[src/pidisep_pkg.sv]
// Shared types and constants of the PID controller with dead band and integral separation.
`default_nettype none

package pidisep_pkg;

	localparam int IDX_W  = 4;
	localparam int DATA_W = 16;
	localparam int LIM_W  = 15;
	localparam int ERR_W  = 17;
	localparam int INT_W  = 24;
	localparam int DER_W  = 32;
	localparam int SPAN_W = 18;

	localparam int unsigned WRAP_SPAN_DEF = 0;

	localparam logic [IDX_W-1:0] REG_KP        = 4'd0;
	localparam logic [IDX_W-1:0] REG_KI        = 4'd1;
	localparam logic [IDX_W-1:0] REG_DGAIN     = 4'd2;
	localparam logic [IDX_W-1:0] REG_DKEEP     = 4'd3;
	localparam logic [IDX_W-1:0] REG_MAX_OUT   = 4'd4;
	localparam logic [IDX_W-1:0] REG_INT_LIMIT = 4'd5;
	localparam logic [IDX_W-1:0] REG_DEAD      = 4'd6;
	localparam logic [IDX_W-1:0] REG_ISEP      = 4'd7;

	localparam logic [LIM_W-1:0]  MAX_OUT_RST   = 15'h7FFF;
	localparam logic [LIM_W-1:0]  INT_LIMIT_RST = 15'h7FFF;
	localparam logic [DATA_W-1:0] ISEP_RST      = 16'hFFFF;

	localparam logic CMD_STEP  = 1'b0;
	localparam logic CMD_CLEAR = 1'b1;

	typedef struct packed {
		logic [DATA_W-1:0] kp;
		logic [DATA_W-1:0] ki;
		logic [DATA_W-1:0] deriv_gain;
		logic [DATA_W-1:0] deriv_keep;
		logic [LIM_W-1:0]  max_out;
		logic [LIM_W-1:0]  int_limit;
		logic [DATA_W-1:0] deadband;
		logic [DATA_W-1:0] sep_limit;
	} regs_t;

	typedef struct packed {
		logic                    clear;
		logic signed [ERR_W-1:0] err;
		logic                    dz;
		logic                    used;
	} err_t;

endpackage

`default_nettype wire

[src/pid_deadzone_isep_filtered_d.sv]
// Top level of the positional PID controller with dead band and integral separation.
//
//  port group  | flow  | handshake            | carries
//  in          | in    | in_valid / in_stall  | command, setpoint, feedback
//  out         | out   | out_valid / out_stall| drive, integral_used, saturated
//  cfg         | in    | cfg_valid / cfg_ready| cfg_index, cfg_data
//
// One item per cycle unless out_stall holds a full pipeline; an input transfer passes the
// input, error stage and output registers before out_valid rises.
// The integrator / derivative feedback closes inside the control-step stage.
// Reset is asynchronous: valids clear, registers return to defaults, loop state zero.
// in_stall rises only while out_stall holds a full pipeline; cfg_ready is always high.
`default_nettype none

module pid_deadzone_isep_filtered_d import pidisep_pkg::*; #(
	parameter int unsigned WRAP_SPAN = WRAP_SPAN_DEF
) (
	input  wire logic                     clk,
	input  wire logic                     arst_n,
	input  wire logic                     in_valid,
	output logic                          in_stall,
	input  wire logic                     command,
	input  wire logic signed [DATA_W-1:0] setpoint,
	input  wire logic signed [DATA_W-1:0] feedback,
	output logic                          out_valid,
	input  wire logic                     out_stall,
	output logic signed [DATA_W-1:0]      drive,
	output logic                          integral_used,
	output logic                          saturated,
	input  wire logic                     cfg_valid,
	output logic                          cfg_ready,
	input  wire logic [IDX_W-1:0]         cfg_index,
	input  wire logic [DATA_W-1:0]        cfg_data
);

	regs_t regs;
	err_t  err_s2;

	logic                     valid_s1;
	logic                     valid_s2;
	logic                     valid_s3;
	logic                     command_s1;
	logic signed [DATA_W-1:0] setpoint_s1;
	logic signed [DATA_W-1:0] feedback_s1;
	logic                     adv1;
	logic                     adv2;
	logic                     adv3;
	logic                     accept;

	assign adv3     = ~valid_s3 | ~out_stall;
	assign adv2     = ~valid_s2 | adv3;
	assign adv1     = ~valid_s1 | adv2;
	assign in_stall = ~adv1;
	assign accept   = in_valid & adv1;
	assign out_valid = valid_s3;

	always_ff @(posedge clk or negedge arst_n) begin
		if (!arst_n) begin
			valid_s1 <= 1'b0;
			valid_s2 <= 1'b0;
			valid_s3 <= 1'b0;
		end else begin
			if (adv1)
				valid_s1 <= in_valid;
			if (adv2)
				valid_s2 <= valid_s1;
			if (adv3)
				valid_s3 <= valid_s2;
		end
	end

	always_ff @(posedge clk) begin
		if (accept) begin
			command_s1  <= command;
			setpoint_s1 <= setpoint;
			feedback_s1 <= feedback;
		end
	end

	pidisep_cfg u_cfg (
		.clk       (clk),
		.arst_n    (arst_n),
		.cfg_valid (cfg_valid),
		.cfg_ready (cfg_ready),
		.cfg_index (cfg_index),
		.cfg_data  (cfg_data),
		.regs      (regs)
	);

	pidisep_err #(
		.WRAP_SPAN (WRAP_SPAN)
	) u_err (
		.clk         (clk),
		.ld          (valid_s1 & adv2),
		.command_s1  (command_s1),
		.setpoint_s1 (setpoint_s1),
		.feedback_s1 (feedback_s1),
		.regs        (regs),
		.err_s2      (err_s2)
	);

	pidisep_core u_core (
		.clk              (clk),
		.arst_n           (arst_n),
		.ld               (valid_s2 & adv3),
		.err_s2           (err_s2),
		.regs             (regs),
		.drive_s3         (drive),
		.integral_used_s3 (integral_used),
		.saturated_s3     (saturated)
	);

endmodule

`default_nettype wire

[src/pidisep_cfg.sv]
// Configuration register file of the PID block.
`default_nettype none

module pidisep_cfg import pidisep_pkg::*; (
	input  wire logic              clk,
	input  wire logic              arst_n,
	input  wire logic              cfg_valid,
	output logic                   cfg_ready,
	input  wire logic [IDX_W-1:0]  cfg_index,
	input  wire logic [DATA_W-1:0] cfg_data,
	output regs_t                  regs
);

	regs_t regs_q;

	assign cfg_ready = 1'b1;
	assign regs      = regs_q;

	always_ff @(posedge clk or negedge arst_n) begin
		if (!arst_n) begin
			regs_q.kp         <= '0;
			regs_q.ki         <= '0;
			regs_q.deriv_gain <= '0;
			regs_q.deriv_keep <= '0;
			regs_q.max_out    <= MAX_OUT_RST;
			regs_q.int_limit  <= INT_LIMIT_RST;
			regs_q.deadband   <= '0;
			regs_q.sep_limit  <= ISEP_RST;
		end else if (cfg_valid) begin
			unique case (cfg_index)
				REG_KP:        regs_q.kp         <= cfg_data;
				REG_KI:        regs_q.ki         <= cfg_data;
				REG_DGAIN:     regs_q.deriv_gain <= cfg_data;
				REG_DKEEP:     regs_q.deriv_keep <= cfg_data;
				REG_MAX_OUT:   regs_q.max_out    <= cfg_data[LIM_W-1:0];
				REG_INT_LIMIT: regs_q.int_limit  <= cfg_data[LIM_W-1:0];
				REG_DEAD:      regs_q.deadband   <= cfg_data;
				REG_ISEP:      regs_q.sep_limit  <= cfg_data;
				default: ;
			endcase
		end
	end

endmodule

`default_nettype wire

[src/pidisep_err.sv]
// Error stage: difference, optional wrap, dead band and separation test.
`default_nettype none

module pidisep_err import pidisep_pkg::*; #(
	parameter int unsigned WRAP_SPAN = WRAP_SPAN_DEF
) (
	input  wire logic                     clk,
	input  wire logic                     ld,
	input  wire logic                     command_s1,
	input  wire logic signed [DATA_W-1:0] setpoint_s1,
	input  wire logic signed [DATA_W-1:0] feedback_s1,
	input  regs_t                         regs,
	output err_t                          err_s2
);

	localparam logic signed [SPAN_W-1:0] SPAN = SPAN_W'(WRAP_SPAN);

	logic signed [ERR_W-1:0]  diff;
	logic signed [SPAN_W-1:0] diff_x;
	logic signed [SPAN_W-1:0] diff2;
	logic signed [ERR_W-1:0]  wrapped;
	logic        [ERR_W-1:0]  mag;
	logic                     dz;
	err_t                     err_d;

	always_comb begin
		diff   = {setpoint_s1[DATA_W-1], setpoint_s1} - {feedback_s1[DATA_W-1], feedback_s1};
		diff_x = {diff[ERR_W-1], diff};
		diff2  = {diff, 1'b0};
		wrapped = diff;
		if (WRAP_SPAN != 0) begin
			// single fold into about +-span/2
			if (diff2 > SPAN)
				wrapped = ERR_W'(diff_x - SPAN);
			else if (diff2 < -SPAN)
				wrapped = ERR_W'(diff_x + SPAN);
		end
		mag = wrapped[ERR_W-1] ? ERR_W'(-wrapped) : ERR_W'(wrapped);
		dz  = mag < {1'b0, regs.deadband};

		err_d.clear = (command_s1 == CMD_CLEAR);
		err_d.dz    = dz;
		err_d.err   = dz ? '0 : wrapped;
		err_d.used  = dz | (mag <= {1'b0, regs.sep_limit});
	end

	always_ff @(posedge clk) begin
		if (ld)
			err_s2 <= err_d;
	end

endmodule

`default_nettype wire

[src/pidisep_core.sv]
// Control step: P, clamped integrator, filtered derivative, output clamp, loop state.
`default_nettype none

module pidisep_core import pidisep_pkg::*; (
	input  wire logic                    clk,
	input  wire logic                    arst_n,
	input  wire logic                    ld,
	input  err_t                         err_s2,
	input  regs_t                        regs,
	output logic signed [DATA_W-1:0]     drive_s3,
	output logic                         integral_used_s3,
	output logic                         saturated_s3
);

	logic signed [ERR_W-1:0] prev_err_q;
	logic signed [INT_W-1:0] integ_q;
	logic signed [DER_W-1:0] lastd_q;

	logic signed [ERR_W-1:0] prev_eff;
	logic signed [33:0]      p;
	logic signed [33:0]      ki_e;
	logic signed [34:0]      isum;
	logic signed [34:0]      ilim;
	logic signed [34:0]      iclamp;
	logic signed [INT_W-1:0] integ_nx;
	logic signed [ERR_W:0]   de;
	logic signed [34:0]      dg;
	logic signed [48:0]      kd;
	logic signed [48:0]      kd_r;
	logic signed [35:0]      dsum;
	logic signed [DER_W-1:0] d_nx;
	logic signed [35:0]      sum;
	logic signed [35:0]      olim;
	logic signed [35:0]      rnd;
	logic                    sat_hi;
	logic                    sat_lo;
	logic signed [DATA_W-1:0] drive_d;

	always_comb begin
		prev_eff = err_s2.dz ? '0 : prev_err_q;

		p    = $signed({1'b0, regs.kp}) * err_s2.err;
		ki_e = $signed({1'b0, regs.ki}) * err_s2.err;

		isum = {ki_e[33], ki_e} + {{(35-INT_W){integ_q[INT_W-1]}}, integ_q};
		ilim = $signed({12'b0, regs.int_limit, 8'b0});
		if (isum > ilim)
			iclamp = ilim;
		else if (isum < -ilim)
			iclamp = -ilim;
		else
			iclamp = isum;
		integ_nx = iclamp[INT_W-1:0];

		de   = {err_s2.err[ERR_W-1], err_s2.err} - {prev_eff[ERR_W-1], prev_eff};
		dg   = $signed({1'b0, regs.deriv_gain}) * de;
		kd   = $signed({1'b0, regs.deriv_keep}) * lastd_q;
		// Q.24 -> Q.8, half rounds up
		kd_r = kd + 49'sd32768;
		dsum = {dg[34], dg} + {{3{kd_r[48]}}, kd_r[48:16]};
		if (dsum > 36'sh0_7FFF_FFFF)
			d_nx = 32'sh7FFF_FFFF;
		else if (dsum < -36'sh0_8000_0000)
			d_nx = 32'sh8000_0000;
		else
			d_nx = dsum[DER_W-1:0];

		sum = {{2{p[33]}}, p} + {{4{d_nx[DER_W-1]}}, d_nx}
			+ (err_s2.used ? {{(36-INT_W){integ_nx[INT_W-1]}}, integ_nx} : 36'sd0);
		olim   = $signed({13'b0, regs.max_out, 8'b0});
		sat_hi = sum > olim;
		sat_lo = sum < -olim;
		rnd    = sum + 36'sd128;
		if (sat_hi)
			drive_d = $signed({1'b0, regs.max_out});
		else if (sat_lo)
			drive_d = -$signed({1'b0, regs.max_out});
		else
			drive_d = rnd[23:8];
	end

	always_ff @(posedge clk or negedge arst_n) begin
		if (!arst_n) begin
			prev_err_q <= '0;
			integ_q    <= '0;
			lastd_q    <= '0;
		end else if (ld) begin
			if (err_s2.clear) begin
				// derivative memory survives a clear
				prev_err_q <= '0;
				integ_q    <= '0;
			end else begin
				prev_err_q <= err_s2.err;
				integ_q    <= integ_nx;
				lastd_q    <= d_nx;
			end
		end
	end

	always_ff @(posedge clk) begin
		if (ld) begin
			if (err_s2.clear) begin
				drive_s3         <= '0;
				integral_used_s3 <= 1'b0;
				saturated_s3     <= 1'b0;
			end else begin
				drive_s3         <= drive_d;
				integral_used_s3 <= err_s2.used;
				saturated_s3     <= sat_hi | sat_lo;
			end
		end
	end

endmodule

`default_nettype wire

[config.mk]
export PLATFORM = sky130hd
export DESIGN_NAME = pid_deadzone_isep_filtered_d
export DESIGN_NICKNAME = d
export VERILOG_FILES = /design/src/pidisep_pkg.sv /design/src/pid_deadzone_isep_filtered_d.sv /design/src/pidisep_cfg.sv /design/src/pidisep_err.sv /design/src/pidisep_core.sv
export SDC_FILE = /design/constraint.sdc
export NUM_CORES = 2
export LEC_CHECK = 0
export BUFFER_PORTS_ARGS = -buffer_cell sky130_fd_sc_hd__buf_2
export CORE_MARGIN = 2
export CORE_UTILIZATION = 42
export CTS_CLUSTER_SIZE = 30
export DETAILED_ROUTE_END_ITERATION = 6
export GPL_TIMING_DRIVEN = 0
export SLEW_MARGIN = 20
export SYNTH_ARGS = -nofsm -noshare
export SYNTH_HDL_FRONTEND = slang
export SYNTH_SLANG_ARGS = --single-unit
[constraint.sdc]
create_clock -name clk -period 36.5 [get_ports clk]
set_input_delay 1.825 -clock clk [delete_from_list [all_inputs] [get_ports clk]]
set_output_delay 1.825 -clock clk [all_outputs]
set_load 0.01 [all_outputs]
==> impl_metrics.env <==
export IMPL_syn_inst=7675
export IMPL_ys_ff_latch=273
export IMPL_remaining_drc_errors=0
export IMPL_ctsResizeCount=0
export IMPL_grt_setup_unrepaired="no"
export IMPL_worst_setup_path_end_kind="flop"
export IMPL_drive_gt1_share_pct=4.475
export IMPL_fin_hold_ws_ps=424.8
export IMPL_synthArstFlopShare_pct=73.99
export IMPL_arrival_ps=25820
export IMPL_syn_avg_cell_area_sq_um=9.083
export IMPL_postRouteAntennaNets=0
export IMPL_yosys_warnings=0
export IMPL_clkSinkCount=273
export IMPL_crit_path_start_kind="flop"
export IMPL_ys_types=96
export IMPL_cts_root_buf="clkbuf_16"
export IMPL_critPathMostFrequentCell="fa_1"
export IMPL_setup_tns_final_ps=0
export IMPL_worst_hold_path_num_cells=0
export IMPL_vias=53371
export IMPL_fmax_mhz=39.09
export IMPL_cts_tree="built"
export IMPL_drt_total_wl_mm=223.6
export IMPL_synth_nets=9722
export IMPL_via_per_inst=5.325
export IMPL_stdcell_area_sq_mm=0.07414
export IMPL_yosysTopAreaCell="fa_1"
export IMPL_post_cts_setup_buffers=0
export IMPL_dieArea_sq_mm=0.1693
export IMPL_skew_ps=30.77
export IMPL_grt_pass1_wl_mm=345.4
export IMPL_synth_seq_area_share_pct=10.39
export IMPL_syn2layout_area_growth_pct=6.348
export IMPL_ys_flop_type="dfrtp_1"
export IMPL_worstMarginPinSlew_ps=1219
export IMPL_ios=79
export IMPL_die_h_microns=411.4
export IMPL_grt_pass1_vias=55820
export IMPL_yosysTopAreaCellShare_pct=37.88
export IMPL_path_class="flop to flop"
export IMPL_coreArea_sq_mm=0.1650
export IMPL_clk_pin_slew_ps=60
export IMPL_syn_area_sq_mm=0.06972
export IMPL_ctsHoldBuffers=0
export IMPL_drv_slew=0
export IMPL_required_ps=36740
export IMPL_cts_made_buffers=35
export IMPL_period_share_pct=70.10
export IMPL_setup_viol=0
export IMPL_track_usage_pct=27.07
export IMPL_cts_max_level=2
export IMPL_outcome="finished clean"
export IMPL_yosys_top_cells_area="fa_1, ha_1, inv_1"
export IMPL_drt_iter0_markers=4197
export IMPL_grt_max_degree=85
export IMPL_clkLatencyLatePin_ps=590
export IMPL_max_slew_margin_pct=18.73
export IMPL_dr_pass1_iters=6
export IMPL_dpl_instance_area_sq_mm=0.07297
export IMPL_rows=149
export IMPL_drv_cap=0
export IMPL_die_width_microns=411.4
export IMPL_path_max_fanout=10
export IMPL_max_stage_delay_ps=960
export IMPL_overflow=0
export IMPL_wl_per_cell_microns=22.31
export IMPL_hp_class="flop to flop"
export IMPL_reg2reg_depth=85
export IMPL_initial_core_util_pct=42.25
export IMPL_period_minus_slack_ps=25590
export IMPL_synth_edff_count=71
export IMPL_dp_cells=9947
export IMPL_hold_viol=0
export IMPL_portBuffers=77
export IMPL_place_hpwl_mm=184.8
export IMPL_finalNetCount=9842
export IMPL_cts_buffer_depth=3
export IMPL_slowest_stage="a2111oi_2"
export IMPL_place_gp_congestion=0.9645
export IMPL_antenna_found_initial=26
export IMPL_instances_no_fill=10022
[cell usage in the layout (no fill, tap or decap), types with 34 or more instances in the layout]
master,netlist,final
a21o_1,113,113
a21oi_1,212,212
a31oi_1,34,34
and2_1,668,667
and3_1,46,46
buf_2,14,91
clkbuf_1,290,295
clkbuf_16,0,35
dfrtp_1,156,156
dfstp_2,46,46
edfxtp_1,71,71
fa_1,1319,1319
ha_1,670,670
inv_1,1671,1671
mux2_2,97,97
nand2_1,903,903
nand2b_1,97,97
nand3_1,62,62
nand4_1,37,37
nor2_1,158,157
nor2b_1,94,94
nor3_1,65,65
o21a_1,47,47
o21ai_0,144,144
o21ai_1,47,47
xnor2_1,152,152
xor2_1,58,58
[synthesized netlist by cell type (47+ instances only)]
cell type	number
ha_1	670
o21ai_0	144
fa_1	1319
nand2b_1	97
a21o_1	113
nand3_1	62
clkbuf_1	290
nor2b_1	94
xor2_1	58
xnor2_1	152
o21a_1	47
dfrtp_1	156
o21ai_1	47
and2_1	668
edfxtp_1	71
nor3_1	65
a21oi_1	212
nor2_1	158
inv_1	1671
nand2_1	903
mux2_2	97
[per-layer routing]
metal / share of wire, % / up-vias / GRT usage (%)
met1: 43 / 27184 / 37.55
met5: 0.049 / - / 0
li1: - / 23894 / -
met3: 8.1 / 359 / 5.193
met2: 46 / 1918 / 43.31
met4: 3.2 / 16 / 7.219
[cell type report]
class / instances / area, sq um
fill: 16173 / 90850
multi-input combinational: 5413 / 54990
sequential: 273 / 7244
inverter: 1674 / 6284
tap: 2189 / 2739
buffer: 315 / 1229
clock buffer: 43 / 925.9
timing repair buffer: 83 / 491.7
clock inverter: 21 / 215.2
antenna: 11 / 27.53
[state kept, by name (all words and copies together), names as in the netlist]
name	flops
out_valid	1
u_core.prev_err_q	17
u_core.drive_s3	16
valid_s1	1
setpoint_s1	16
feedback_s1	16
u_core.lastd_q	32
valid_s2	1
u_cfg.regs	126
u_core.integral_used_s3	1
command_s1	1
u_err.err_s2	20
u_core.integ_q	24
u_core.saturated_s3	1
[critical path, delay by kind of cell (launching register included)]
family	cells	cell delay, ps
flops	1	650
xor+xnor	3	1070
simple gates	8	1110
fa+ha+maj	23	9880
buf+inv	14	1810
compound gates	37	10670
[worst paths after layout]
check,startpoint,end,slack (ps)
worst max-delay path,u_cfg.regs[71],u_core.drive_s3[15],10910
worst min-delay path,command_s1,u_err.err_s2[19],420
worst max register to register,u_cfg.regs[71],u_core.drive_s3[15],10910
worst min register to register,command_s1,u_err.err_s2[19],420
max in group asynchronous,arst_n,u_core.lastd_q[3],34100
min in group asynchronous,arst_n,u_cfg.regs[20],1200
[cells by family (layout without fill, tap and decap cells)]
family | Yosys count | after routing | synth area share (%)
adder cells (fa/ha/maj) | 1989 | 1989 | 49.90
flip-flops | 273 | 273 | 10.39
multiplexers | 122 | 122 | 1.926
AND/OR/NAND/NOR | 2252 | 2252 | 16.39
other | 1 | 12 | 0.005379
XOR/XNOR | 210 | 210 | 2.638
buffers and inverters | 1989 | 2136 | 10.77
AO/OA/AOI/OAI | 839 | 839 | 7.976
[through the flow]
stage	util [%]	worst slack (ps)
finish	44.94	10910
global route	44.92	9957
CTS	44.92	11250
detailed placement	44.23	11400
global placement	44.15	11470
floorplan	-	16450
Power is left out: the tool's default activity adds up to more than one toggle a clock period on the data nets, which glitch-free logic cannot reach.
